`src/bhbs_pkg.sv`:
```
`default_nettype none

package bhbs_pkg;

   // Fixed field widths
   localparam int FREQ_W    = 32;
   localparam int PHASE_W   = 5;
   localparam int BYTE_W    = 8;
   localparam int BIT_W     = 3;
   localparam int CMD_W     = 3;
   localparam int FUNC_W    = 3;
   localparam int SLOT_W    = 6;
   localparam int CSR_IDX_W = 3;
   localparam int HOP_CNT_W = 5;
   localparam int MSG_LEN_W = 7;

   localparam logic [PHASE_W-1:0] PHASE_ONE = 5'd15;
   localparam logic [BIT_W-1:0]   BIT_LAST  = 3'd7;

   // Input transaction function codes
   typedef enum logic [FUNC_W-1:0] {
      FUNC_HOP_TRIG = 3'd0,
      FUNC_PSK_TRIG = 3'd1,
      FUNC_HOP_CLK  = 3'd2,
      FUNC_PSK_CLK  = 3'd3,
      FUNC_LOAD_SYM = 3'd4,
      FUNC_LOAD_MSG = 3'd5
   } func_type;

   // Synthesizer commands
   typedef enum logic [CMD_W-1:0] {
      CMD_NONE  = 3'd0,
      CMD_UP    = 3'd1,
      CMD_FREQ  = 3'd2,
      CMD_PHASE = 3'd3,
      CMD_DOWN  = 3'd4
   } cmd_type;

   // Configuration register indexes
   typedef enum logic [CSR_IDX_W-1:0] {
      CSR_BASE_FREQ      = 3'd0,
      CSR_FREQ_OFFSET    = 3'd1,
      CSR_HOP_SPACING    = 3'd2,
      CSR_HOP_COUNT      = 3'd3,
      CSR_MESSAGE_LENGTH = 3'd4
   } csr_type;

   typedef enum logic [1:0] {
      MODE_IDLE,
      MODE_HOP,
      MODE_PSK
   } mode_type;

   // Position inside a burst
   typedef enum logic [2:0] {
      STEP_TONE,
      STEP_CARRIER,
      STEP_PREAMBLE,
      STEP_BITS,
      STEP_ZERO,
      STEP_DOWN,
      STEP_RELEASE
   } step_type;

   // Source of the frequency word
   typedef enum logic [1:0] {
      FSEL_ZERO,
      FSEL_BASE,
      FSEL_HOP
   } fsel_type;

   // Decoded transaction handed from the sequencer to the datapath
   typedef struct packed {
      cmd_type          cmd;
      fsel_type         fsel;
      logic [BIT_W-1:0] bit_sel;
      logic             hop_req;
      logic             psk_req;
   } ctrl_type;

endpackage

`default_nettype wire

```
`src/bhbs_tables.sv`:
```
`default_nettype none

module bhbs_tables #(
   parameter int MAX_HOPS    = 16,
   parameter int MAX_MESSAGE = 64,
   parameter int STEP_W      = 7
) (
   input  wire logic                         clock,
   input  wire logic                         en,
   input  wire logic [bhbs_pkg::FUNC_W-1:0]  func,
   input  wire logic [bhbs_pkg::SLOT_W-1:0]  slot,
   input  wire logic [bhbs_pkg::BYTE_W-1:0]  load_value,
   input  wire logic                         hop_re,
   input  wire logic                         msg_re,
   input  wire logic [STEP_W-1:0]            rd_addr,
   output logic      [bhbs_pkg::BYTE_W-1:0]  hop_rd,
   output logic      [bhbs_pkg::BYTE_W-1:0]  msg_rd
);
   import bhbs_pkg::*;

   localparam int HOP_AW = (MAX_HOPS > 1) ? $clog2(MAX_HOPS) : 1;
   localparam int MSG_AW = (MAX_MESSAGE > 1) ? $clog2(MAX_MESSAGE) : 1;

   logic [BYTE_W-1:0] hop_mem [MAX_HOPS];
   logic [BYTE_W-1:0] msg_mem [MAX_MESSAGE];
   logic [BYTE_W-1:0] hop_rd_ff;
   logic [BYTE_W-1:0] msg_rd_ff;
   logic              hop_we;
   logic              msg_we;
   logic [HOP_AW-1:0] hop_waddr;
   logic [MSG_AW-1:0] msg_waddr;

   // Loads beyond the table depth are dropped
   assign hop_we    = en && (func == FUNC_LOAD_SYM) && (int'(slot) < MAX_HOPS);
   assign msg_we    = en && (func == FUNC_LOAD_MSG) && (int'(slot) < MAX_MESSAGE);
   assign hop_waddr = HOP_AW'(slot);
   assign msg_waddr = MSG_AW'(slot);

   // One transaction per cycle either writes or reads, never both; a read
   // in the cycle after a write to the same entry already sees the new byte.
   always_ff @(posedge clock) begin
      if (hop_we) begin
         hop_mem[hop_waddr] <= load_value;
      end
      if (hop_re) begin
         hop_rd_ff <= hop_mem[rd_addr[HOP_AW-1:0]];
      end
   end

   always_ff @(posedge clock) begin
      if (msg_we) begin
         msg_mem[msg_waddr] <= load_value;
      end
      if (msg_re) begin
         msg_rd_ff <= msg_mem[rd_addr[MSG_AW-1:0]];
      end
   end

   // Read data holds until the next read
   assign hop_rd = hop_rd_ff;
   assign msg_rd = msg_rd_ff;

endmodule

`default_nettype wire

```
`src/bhbs_ctrl.sv`:
```
`default_nettype none

module bhbs_ctrl #(
   parameter int MAX_HOPS        = 16,
   parameter int MAX_MESSAGE     = 64,
   parameter int PREAMBLE_CLOCKS = 8,
   parameter int STEP_W          = 7
) (
   input  wire logic                           clock,
   input  wire logic                           reset,
   input  wire logic                           en,
   input  wire logic [bhbs_pkg::FUNC_W-1:0]    func,
   input  wire logic [bhbs_pkg::HOP_CNT_W-1:0] hop_count,
   input  wire logic [bhbs_pkg::MSG_LEN_W-1:0] message_length,
   output bhbs_pkg::ctrl_type                  ctrl,
   output logic                                hop_re,
   output logic                                msg_re,
   output logic      [STEP_W-1:0]              rd_addr
);
   import bhbs_pkg::*;

   localparam int LEN_W = STEP_W + 8;

   mode_type         mode_ff, mode_in;
   step_type         step_ff, step_in;
   logic [STEP_W-1:0] idx_ff, idx_in;
   logic [BIT_W-1:0] bit_ff, bit_in;
   logic [LEN_W-1:0] hop_len;
   logic [LEN_W-1:0] msg_len;
   logic [LEN_W-1:0] idx_next;
   logic             tone_done;
   logic             pre_done;
   logic             msg_done;

   // Clamp the burst lengths to 1..depth
   always_comb begin
      if (hop_count == '0) begin
         hop_len = LEN_W'(1);
      end else if (LEN_W'(hop_count) > LEN_W'(MAX_HOPS)) begin
         hop_len = LEN_W'(MAX_HOPS);
      end else begin
         hop_len = LEN_W'(hop_count);
      end
      if (message_length == '0) begin
         msg_len = LEN_W'(1);
      end else if (LEN_W'(message_length) > LEN_W'(MAX_MESSAGE)) begin
         msg_len = LEN_W'(MAX_MESSAGE);
      end else begin
         msg_len = LEN_W'(message_length);
      end
   end

   assign idx_next  = LEN_W'(idx_ff) + LEN_W'(1);
   assign tone_done = idx_next >= hop_len;
   assign pre_done  = idx_next >= LEN_W'(PREAMBLE_CLOCKS - 1);
   assign msg_done  = idx_next >= msg_len;
   assign rd_addr   = idx_ff;

   // Sequencer state
   always_ff @(posedge clock) begin
      if (reset) begin
         mode_ff <= MODE_IDLE;
         step_ff <= STEP_TONE;
         idx_ff  <= '0;
         bit_ff  <= '0;
      end else if (en) begin
         mode_ff <= mode_in;
         step_ff <= step_in;
         idx_ff  <= idx_in;
         bit_ff  <= bit_in;
      end
   end

   // Next state and decoded command for the accepted transaction
   always_comb begin
      mode_in      = mode_ff;
      step_in      = step_ff;
      idx_in       = idx_ff;
      bit_in       = bit_ff;
      ctrl.cmd     = CMD_NONE;
      ctrl.fsel    = FSEL_ZERO;
      ctrl.bit_sel = bit_ff;
      hop_re       = 1'b0;
      msg_re       = 1'b0;

      unique case (func)
         FUNC_HOP_TRIG, FUNC_PSK_TRIG: begin
            if (mode_ff == MODE_IDLE) begin
               mode_in  = (func == FUNC_HOP_TRIG) ? MODE_HOP : MODE_PSK;
               step_in  = (func == FUNC_HOP_TRIG) ? STEP_TONE : STEP_CARRIER;
               idx_in   = '0;
               bit_in   = '0;
               ctrl.cmd = CMD_UP;
            end
         end
         FUNC_HOP_CLK, FUNC_PSK_CLK: begin
            if (((func == FUNC_HOP_CLK) && (mode_ff == MODE_HOP)) ||
                ((func == FUNC_PSK_CLK) && (mode_ff == MODE_PSK))) begin
               unique case (step_ff)
                  STEP_TONE: begin
                     ctrl.cmd  = CMD_FREQ;
                     ctrl.fsel = FSEL_HOP;
                     hop_re    = en;
                     if (tone_done) begin
                        idx_in  = '0;
                        step_in = STEP_ZERO;
                     end else begin
                        idx_in = idx_next[STEP_W-1:0];
                     end
                  end
                  STEP_CARRIER: begin
                     ctrl.cmd  = CMD_FREQ;
                     ctrl.fsel = FSEL_BASE;
                     idx_in    = '0;
                     step_in   = (PREAMBLE_CLOCKS > 1) ? STEP_PREAMBLE : STEP_BITS;
                  end
                  STEP_PREAMBLE: begin
                     if (pre_done) begin
                        idx_in  = '0;
                        bit_in  = '0;
                        step_in = STEP_BITS;
                     end else begin
                        idx_in = idx_next[STEP_W-1:0];
                     end
                  end
                  STEP_BITS: begin
                     ctrl.cmd = CMD_PHASE;
                     msg_re   = en;
                     if (bit_ff == BIT_LAST) begin
                        bit_in = '0;
                        if (msg_done) begin
                           idx_in  = '0;
                           step_in = STEP_ZERO;
                        end else begin
                           idx_in = idx_next[STEP_W-1:0];
                        end
                     end else begin
                        bit_in = bit_ff + BIT_W'(1);
                     end
                  end
                  STEP_ZERO: begin
                     ctrl.cmd = CMD_FREQ;
                     step_in  = STEP_DOWN;
                  end
                  STEP_DOWN: begin
                     ctrl.cmd = CMD_DOWN;
                     step_in  = STEP_RELEASE;
                  end
                  default: begin
                     // release: back to idle, outputs drop
                     mode_in = MODE_IDLE;
                     step_in = STEP_TONE;
                     idx_in  = '0;
                     bit_in  = '0;
                  end
               endcase
            end
         end
         default: begin
            // loads and unused codes leave the sequencer alone
         end
      endcase

      ctrl.hop_req = (mode_in == MODE_HOP);
      ctrl.psk_req = (mode_in == MODE_PSK);
   end

endmodule

`default_nettype wire

```
`src/bhbs_pipe.sv`:
```
`default_nettype none

module bhbs_pipe (
   input  wire logic                          clock,
   input  wire logic                          reset,
   input  wire logic                          en,
   input  wire bhbs_pkg::ctrl_type            ctrl,
   input  wire logic [bhbs_pkg::BYTE_W-1:0]   hop_rd,
   input  wire logic [bhbs_pkg::BYTE_W-1:0]   msg_rd,
   input  wire logic [bhbs_pkg::FREQ_W-1:0]   base_freq,
   input  wire logic [bhbs_pkg::FREQ_W-1:0]   base_off,
   input  wire logic [bhbs_pkg::FREQ_W-1:0]   hop_spacing,
   output logic                               s1_free,
   output logic                               rsp_valid,
   input  wire logic                          rsp_ready,
   output logic      [bhbs_pkg::CMD_W-1:0]    rsp_command,
   output logic      [bhbs_pkg::FREQ_W-1:0]   rsp_freq_word,
   output logic      [bhbs_pkg::PHASE_W-1:0]  rsp_phase_word,
   output logic                               rsp_hop_request,
   output logic                               rsp_psk_request,
   output logic                               rsp_rf_enable
);
   import bhbs_pkg::*;

   logic                s1_valid_ff, s1_valid_in;
   ctrl_type            s1_ctrl_ff, s1_ctrl_in;
   logic                out_valid_ff, out_valid_in;
   logic [CMD_W-1:0]    cmd_ff;
   logic [FREQ_W-1:0]   freq_ff;
   logic [PHASE_W-1:0]  phase_ff;
   logic                hop_ff;
   logic                psk_ff;
   logic                rf_ff;
   logic                out_free;
   logic                s1_move;
   logic [FREQ_W-1:0]   hop_prod;
   logic [FREQ_W-1:0]   freq_val;
   logic [PHASE_W-1:0]  phase_val;

   // Handshake between the read stage and the output register
   assign out_free = !out_valid_ff || rsp_ready;
   assign s1_move  = s1_valid_ff && out_free;
   assign s1_free  = !s1_valid_ff || out_free;

   always_comb begin
      s1_ctrl_in = en ? ctrl : s1_ctrl_ff;
      if (en) begin
         s1_valid_in = 1'b1;
      end else if (s1_move) begin
         s1_valid_in = 1'b0;
      end else begin
         s1_valid_in = s1_valid_ff;
      end
      if (s1_move) begin
         out_valid_in = 1'b1;
      end else if (rsp_ready) begin
         out_valid_in = 1'b0;
      end else begin
         out_valid_in = out_valid_ff;
      end
   end

   always_ff @(posedge clock) begin
      if (reset) begin
         s1_valid_ff  <= 1'b0;
         out_valid_ff <= 1'b0;
      end else begin
         s1_valid_ff  <= s1_valid_in;
         out_valid_ff <= out_valid_in;
      end
   end

   always_ff @(posedge clock) begin
      s1_ctrl_ff <= s1_ctrl_in;
   end

   // Hop word: base + offset + symbol * spacing, mod 2^32
   assign hop_prod = {{(FREQ_W-BYTE_W){1'b0}}, hop_rd} * hop_spacing;

   always_comb begin
      unique case (s1_ctrl_ff.fsel)
         FSEL_BASE: freq_val = base_freq;
         FSEL_HOP:  freq_val = base_off + hop_prod;
         default:   freq_val = '0;
      endcase
      if ((s1_ctrl_ff.cmd == CMD_PHASE) && msg_rd[s1_ctrl_ff.bit_sel]) begin
         phase_val = PHASE_ONE;
      end else begin
         phase_val = '0;
      end
   end

   // Output register
   always_ff @(posedge clock) begin
      if (s1_move) begin
         cmd_ff   <= s1_ctrl_ff.cmd;
         freq_ff  <= freq_val;
         phase_ff <= phase_val;
         hop_ff   <= s1_ctrl_ff.hop_req;
         psk_ff   <= s1_ctrl_ff.psk_req;
         rf_ff    <= s1_ctrl_ff.hop_req || s1_ctrl_ff.psk_req;
      end
   end

   assign rsp_valid       = out_valid_ff;
   assign rsp_command     = cmd_ff;
   assign rsp_freq_word   = freq_ff;
   assign rsp_phase_word  = phase_ff;
   assign rsp_hop_request = hop_ff;
   assign rsp_psk_request = psk_ff;
   assign rsp_rf_enable   = rf_ff;

endmodule

`default_nettype wire

```
`src/beacon_hop_and_bpsk_sequencer.sv`:
```
// Beacon sequencer: turns trigger, clock and load transactions into
// synthesizer commands, one response per request.
// req_*: func selects hop/PSK trigger, hop/PSK clock, or a load of the hop
//   symbol table or message buffer (slot, load_value).
// rsp_*: command, frequency word, phase word and the request levels that
//   hold after the transaction.
// csr_*: register writes (base, offset, step, hop count, message length),
//   always ready; write only while no transaction is in flight.
// Throughput: one transaction per cycle while rsp_ready stays high. Each
//   accepted request passes the read stage (synchronous table read), then
//   the output register, which takes the multiply-add of the hop word and raises rsp_valid.
// Reset: sequencer idle, registers to their defaults; the symbol and message
//   tables are not cleared and must be loaded before use.
// Stall: while rsp_ready is low the response holds; one more request is
//   taken into the read stage, then req_ready drops until the output frees.
`default_nettype none

module beacon_hop_and_bpsk_sequencer #(
   parameter int MAX_HOPS        = 16,
   parameter int MAX_MESSAGE     = 64,
   parameter int PREAMBLE_CLOCKS = 8
) (
   input  wire logic                            clock,
   input  wire logic                            reset,
   input  wire logic                            req_valid,
   output logic                                 req_ready,
   input  wire logic [bhbs_pkg::FUNC_W-1:0]     req_func,
   input  wire logic [bhbs_pkg::SLOT_W-1:0]     req_slot,
   input  wire logic [bhbs_pkg::BYTE_W-1:0]     req_load_value,
   output logic                                 rsp_valid,
   input  wire logic                            rsp_ready,
   output logic      [bhbs_pkg::CMD_W-1:0]      rsp_command,
   output logic      [bhbs_pkg::FREQ_W-1:0]     rsp_freq_word,
   output logic      [bhbs_pkg::PHASE_W-1:0]    rsp_phase_word,
   output logic                                 rsp_hop_request,
   output logic                                 rsp_psk_request,
   output logic                                 rsp_rf_enable,
   input  wire logic                            csr_valid,
   output logic                                 csr_ready,
   input  wire logic [bhbs_pkg::CSR_IDX_W-1:0]  csr_index,
   input  wire logic [bhbs_pkg::FREQ_W-1:0]     csr_data
);
   import bhbs_pkg::*;

   localparam int STEP_MAX_A = (MAX_HOPS > MAX_MESSAGE) ? MAX_HOPS : MAX_MESSAGE;
   localparam int STEP_MAX   = (STEP_MAX_A > PREAMBLE_CLOCKS) ? STEP_MAX_A : PREAMBLE_CLOCKS;
   localparam int STEP_W     = $clog2(STEP_MAX + 1);

   logic [FREQ_W-1:0]    base_freq_ff;
   logic [FREQ_W-1:0]    freq_offset_ff;
   logic [FREQ_W-1:0]    hop_spacing_ff;
   logic [HOP_CNT_W-1:0] hop_count_ff;
   logic [MSG_LEN_W-1:0] message_length_ff;
   logic [FREQ_W-1:0]    base_off_ff, base_off_in;
   logic                 accept;
   logic                 csr_we;
   ctrl_type             ctrl;
   logic                 hop_re;
   logic                 msg_re;
   logic [STEP_W-1:0]    rd_addr;
   logic [BYTE_W-1:0]    hop_rd;
   logic [BYTE_W-1:0]    msg_rd;
   logic                 s1_free;

   assign csr_ready = 1'b1;
   assign csr_we    = csr_valid && csr_ready;
   assign req_ready = s1_free;
   assign accept    = req_valid && req_ready;

   // Configuration registers
   always_ff @(posedge clock) begin
      if (reset) begin
         base_freq_ff      <= '0;
         freq_offset_ff    <= '0;
         hop_spacing_ff    <= '0;
         hop_count_ff      <= HOP_CNT_W'(1);
         message_length_ff <= MSG_LEN_W'(1);
      end else if (csr_we) begin
         unique case (csr_index)
            CSR_BASE_FREQ:      base_freq_ff      <= csr_data;
            CSR_FREQ_OFFSET:    freq_offset_ff    <= csr_data;
            CSR_HOP_SPACING:    hop_spacing_ff    <= csr_data;
            CSR_HOP_COUNT:      hop_count_ff      <= csr_data[HOP_CNT_W-1:0];
            CSR_MESSAGE_LENGTH: message_length_ff <= csr_data[MSG_LEN_W-1:0];
            default: begin
               // unmapped index, write dropped
            end
         endcase
      end
   end

   // Base plus offset, settled long before any hop clock uses it
   assign base_off_in = base_freq_ff + freq_offset_ff;

   always_ff @(posedge clock) begin
      if (reset) begin
         base_off_ff <= '0;
      end else begin
         base_off_ff <= base_off_in;
      end
   end

   bhbs_ctrl #(
      .MAX_HOPS        (MAX_HOPS),
      .MAX_MESSAGE     (MAX_MESSAGE),
      .PREAMBLE_CLOCKS (PREAMBLE_CLOCKS),
      .STEP_W          (STEP_W)
   ) u_ctrl (
      .clock          (clock),
      .reset          (reset),
      .en             (accept),
      .func           (req_func),
      .hop_count      (hop_count_ff),
      .message_length (message_length_ff),
      .ctrl           (ctrl),
      .hop_re         (hop_re),
      .msg_re         (msg_re),
      .rd_addr        (rd_addr)
   );

   bhbs_tables #(
      .MAX_HOPS    (MAX_HOPS),
      .MAX_MESSAGE (MAX_MESSAGE),
      .STEP_W      (STEP_W)
   ) u_tables (
      .clock      (clock),
      .en         (accept),
      .func       (req_func),
      .slot       (req_slot),
      .load_value (req_load_value),
      .hop_re     (hop_re),
      .msg_re     (msg_re),
      .rd_addr    (rd_addr),
      .hop_rd     (hop_rd),
      .msg_rd     (msg_rd)
   );

   bhbs_pipe u_pipe (
      .clock           (clock),
      .reset           (reset),
      .en              (accept),
      .ctrl            (ctrl),
      .hop_rd          (hop_rd),
      .msg_rd          (msg_rd),
      .base_freq       (base_freq_ff),
      .base_off        (base_off_ff),
      .hop_spacing     (hop_spacing_ff),
      .s1_free         (s1_free),
      .rsp_valid       (rsp_valid),
      .rsp_ready       (rsp_ready),
      .rsp_command     (rsp_command),
      .rsp_freq_word   (rsp_freq_word),
      .rsp_phase_word  (rsp_phase_word),
      .rsp_hop_request (rsp_hop_request),
      .rsp_psk_request (rsp_psk_request),
      .rsp_rf_enable   (rsp_rf_enable)
   );

endmodule

`default_nettype wire

```
`config.mk`:
```
export PLATFORM = sky130hd
export DESIGN_NAME = beacon_hop_and_bpsk_sequencer
export DESIGN_NICKNAME = d
export VERILOG_FILES = /design/src/bhbs_pkg.sv /design/src/bhbs_tables.sv /design/src/bhbs_ctrl.sv /design/src/bhbs_pipe.sv /design/src/beacon_hop_and_bpsk_sequencer.sv
export SDC_FILE = /design/constraint.sdc
export NUM_CORES = 2
export LEC_CHECK = 0
export BUFFER_PORTS_ARGS = -buffer_cell sky130_fd_sc_hd__buf_2
export CAP_MARGIN = 0
export CORE_MARGIN = 2
export CORE_UTILIZATION = 55
export DETAILED_ROUTE_END_ITERATION = 10
export PLACE_DENSITY = 0.74
export SLEW_MARGIN = 5
export SYNTH_ARGS = -nofsm -noshare
export SYNTH_HDL_FRONTEND = slang
export SYNTH_SLANG_ARGS = --single-unit
```
`constraint.sdc`:
```
create_clock -name clock -period 5.6 [get_ports clock]
set_input_delay 0.28 -clock clock [delete_from_list [all_inputs] [get_ports clock]]
set_output_delay 0.28 -clock clock [all_outputs]
set_load 0.05 [all_outputs]
```
==> results.md <==
- Run status: completed
- Power Dens Cells: slightly below 300 nW/µm²
- TritonRoute pass-1 iters: 6
- Routed WL: about 100000 µm
- Num Clock Sinks: 862
- CP required: 5.98 ns
- DP Wirelength: roughly 65000 µm
- Post-synth top area cell: edfxtp_1
- Primary FF master, synth: edfxtp_1
- Number of flops mapped to enable cells by yosys: 705
- Port buffer count: 100
- Max-cap viol count: 0
- Routed len/inst: between 20 and 25 µm
- Gr usage total: 0.261
- Dpl cells: 4064
- # DRC: 0
- LEAKAGE: 17.0 nW
- Largest cells by area after synthesis: edfxtp_1, mux4_2, fa_1
- Skew final: approximately 0.05 ns
- Fin util: 0.630
- Cell Rows: about 100
- Layout area overhead: 13.6%
- Share of cells above drive strength 1: 0.181
- Number of clock buffers inserted by TritonCTS: between 80 and 90
- Starting Density: 0.555
- Largest net degree at the start of global routing: around 160
- Clk_lat worst skew: 0.69 ns
- Async SR Flop Fraction: 0
- Register area share after synthesis: 0.577
- Synth cell count leaders: edfxtp_1, nand2_1, inv_1
- Crit path time final: between 5 and 6 ns
- Final Max Tran Viols: 0
- F_max: 0.182 GHz
- Count leader, synth: edfxtp_1
- Warnings from Yosys: 0
- GPL Wtd Cong: a little over 0.9
- Die Width: about 280 µm
- Setup violators final: 0
- Worst-Margin Slew: 1.20 ns
- Crit start category: flip-flop
- Worst Path Arrival: 5.89 ns
- HP Class: primary input to flip-flop
- CORE AREA: between 70000 and 80000 µm²
- Iteration-0 DRC Markers: around 2800
- Via count: around 26000
- DRT antenna net count: 0
- Critical path class: flip-flop to flip-flop
- CP max FO: 5
- Syn_area_per_cell: about 14 µm²
- Register bit total from synthesis: between 800 and 900
- Netlist Area Pre-Place: 42200 µm²
- Syn nets: 3357
- Cell count after synthesis: 3023
- H-Tree Depth: 3
- Clock input transition at the sequential cells of the worst setup and hold paths: roughly 0.06 ns
- Final hold viol count: 0
- Total grt overflow: 0
- TritonCTS clock tree: built
- Final Non-Filler Cells: around 4300
- Initial antenna violation count: 7
- DP Worst Slack: -0.178 ns
- Period Utilization, post-route: 0.983
- Deepest clock path buffer count: 3
- Die area: between 70000 and 80000 µm²
- First-pass GRT wire length: 155000 µm
- Pwr Total: between 0.01 and 0.015 W
- Yosys top cell area share: 0.502
- Chip Height: between 200 and 300 µm
- VDD IR max: approximately 0.30 mV
- IO Pins: between 100 and 150
- Worst setup margin: between 0.09 and 0.1 ns
- Count of cell types in the netlist: ~70
- Fin nets: about 3500
- DR vias/cell: 6.00
- CP Capture Type: flip-flop
- Clk root buf: clkbuf_16
- Slew HR: 0.192
- Vias in the first global route: approximately 26000
==> metal layers <==
layer  wire (µm)  global-route usage
met4        3020              0.0728
met3        8230              0.0486
met5          57                   0
met2       50200               0.434
met1       40500               0.357
==> metrics by stage <==
stage                     TNS, ns  hold slack, ns  area, µm²
final                           0           0.116      47900
after global routing       -0.212          0.0879      47900
after CTS                       0          0.0830      47400
after detailed placement   -0.197           0.447      43900
after global placement          0           0.446      43900
after floorplan                 0           0.379      42200
==> layout by cell type, fill, tap and decap left out, drive strengths merged, types with 4 or more instances in the layout <==
| master | count |
|---|---|
| nand2b | 19 |
| a22oi | 18 |
| nor2 | 182 |
| o211ai | 7 |
| nor3b | 8 |
| o21ai | 51 |
| nand3 | 27 |
| ha | 90 |
| nor2b | 26 |
| o21bai | 10 |
| mux2i | 14 |
| fa | 187 |
| a2111oi | 5 |
| or2 | 6 |
| dlygate4sd3 | 38 |
| and3 | 8 |
| clkbuf | 104 |
| xnor2 | 38 |
| o21a | 6 |
| inv | 274 |
| nand4 | 4 |
| mux4 | 210 |
| and2 | 153 |
| or3 | 10 |
| a211oi | 17 |
| nand2 | 370 |
| xor2 | 21 |
| a21o | 18 |
| a31oi | 5 |
| a21oi | 162 |
| buf | 172 |
| nor3 | 26 |
| edfxtp | 705 |
| clkinv | 37 |
| clkinvlp | 4 |
| bufinv | 17 |
| dfxtp | 157 |
==> cell families (layout without fill, tap and decap cells) <==
family	Yosys count	after routing	synth area share
xor+xnor	59	59	0.0123
fa+ha+maj	277	277	0.116
compound gates	330	330	0.0475
simple gates	852	852	0.0928
mux	227	227	0.116
other cells	2	4	0.000178
flops	862	862	0.577
buf+inv	414	646	0.0386
==> where the power goes <==
part	internal [W]	switching, W	total, W	leakage [nW]
registers	0.00697	0.0000328	0.00700	7.63
logic	0.000201	0.000444	0.000645	7.88
clock network	0.00373	0.00261	0.00634	1.52
==> state kept, by name, summed over array words and instances (netlist names), 2 cells and up <==
register,count
u_ctrl.bit_ff,3
u_ctrl.mode_ff,2
base_off_ff,32
u_ctrl.rd_addr,7
u_pipe.s1_ctrl_ff,10
u_ctrl.step_ff,3
u_tables.msg_rd,8
hop_count_ff,5
u_tables.hop_rd,8
base_freq_ff,32
hop_spacing_ff,32
u_tables.hop_mem,128
u_pipe.rsp_freq_word,32
u_tables.msg_mem,512
u_pipe.rsp_command,3
freq_offset_ff,32
message_length_ff,7
==> final timing paths <==
check | from | end | slack, ns | cells after the start
setup / recovery | u_tables.hop_rd[4] | u_pipe.rsp_freq_word[31] | 0.09 | 19
hold / removal | req_func[2] | u_pipe.s1_ctrl_ff[7] | 0.12 | 2
setup reg to reg | u_tables.hop_rd[4] | u_pipe.rsp_freq_word[31] | 0.09 | 19
hold reg to reg | u_pipe.s1_ctrl_ff[8] | u_pipe.rsp_command[1] | 0.45 | 0
==> repair_timing <==
action / in CTS / in global routing
pin swaps: 2 / 30
cloned: 0 / 4
endpoints found under the hold margin: 100 / 0
setup buffers: 1 / 18
setup endpoints to repair: 2 / 6
hold buffers: 38 / 0
gates resized for setup: 2 / 50
==> worst max-delay path, stage by stage (launching register included) <==
cell       delay, ns
edfxtp_1        0.48
buf_4           0.20
clkbuf_16       0.14
and2_1          0.16
fa_1            0.42
fa_1            0.49
fa_1            0.55
inv_1           0.05
fa_1            0.47
inv_1           0.04
ha_1            0.29
a21oi_2         0.13
o21a_1          0.15
o21ai_2         0.09
a2111oi_4       0.41
a21oi_2         0.16
o2111ai_2       0.24
a31oi_2         0.13
or3_1           0.35
a32o_1          0.30
==> layout make-up <==
class | instances | area [µm²]
clock inverters | 60 | 911
repair buffers | 213 | 1640
well taps | 1030 | 1290
diodes | 2 | 5.00
inverters | 272 | 1020
clock buffers | 101 | 2250
multi-input cells | 1747 | 16400
fillers | 5327 | 28100
flip-flops and latches | 862 | 24300
(Power assumes the default switching activity.)
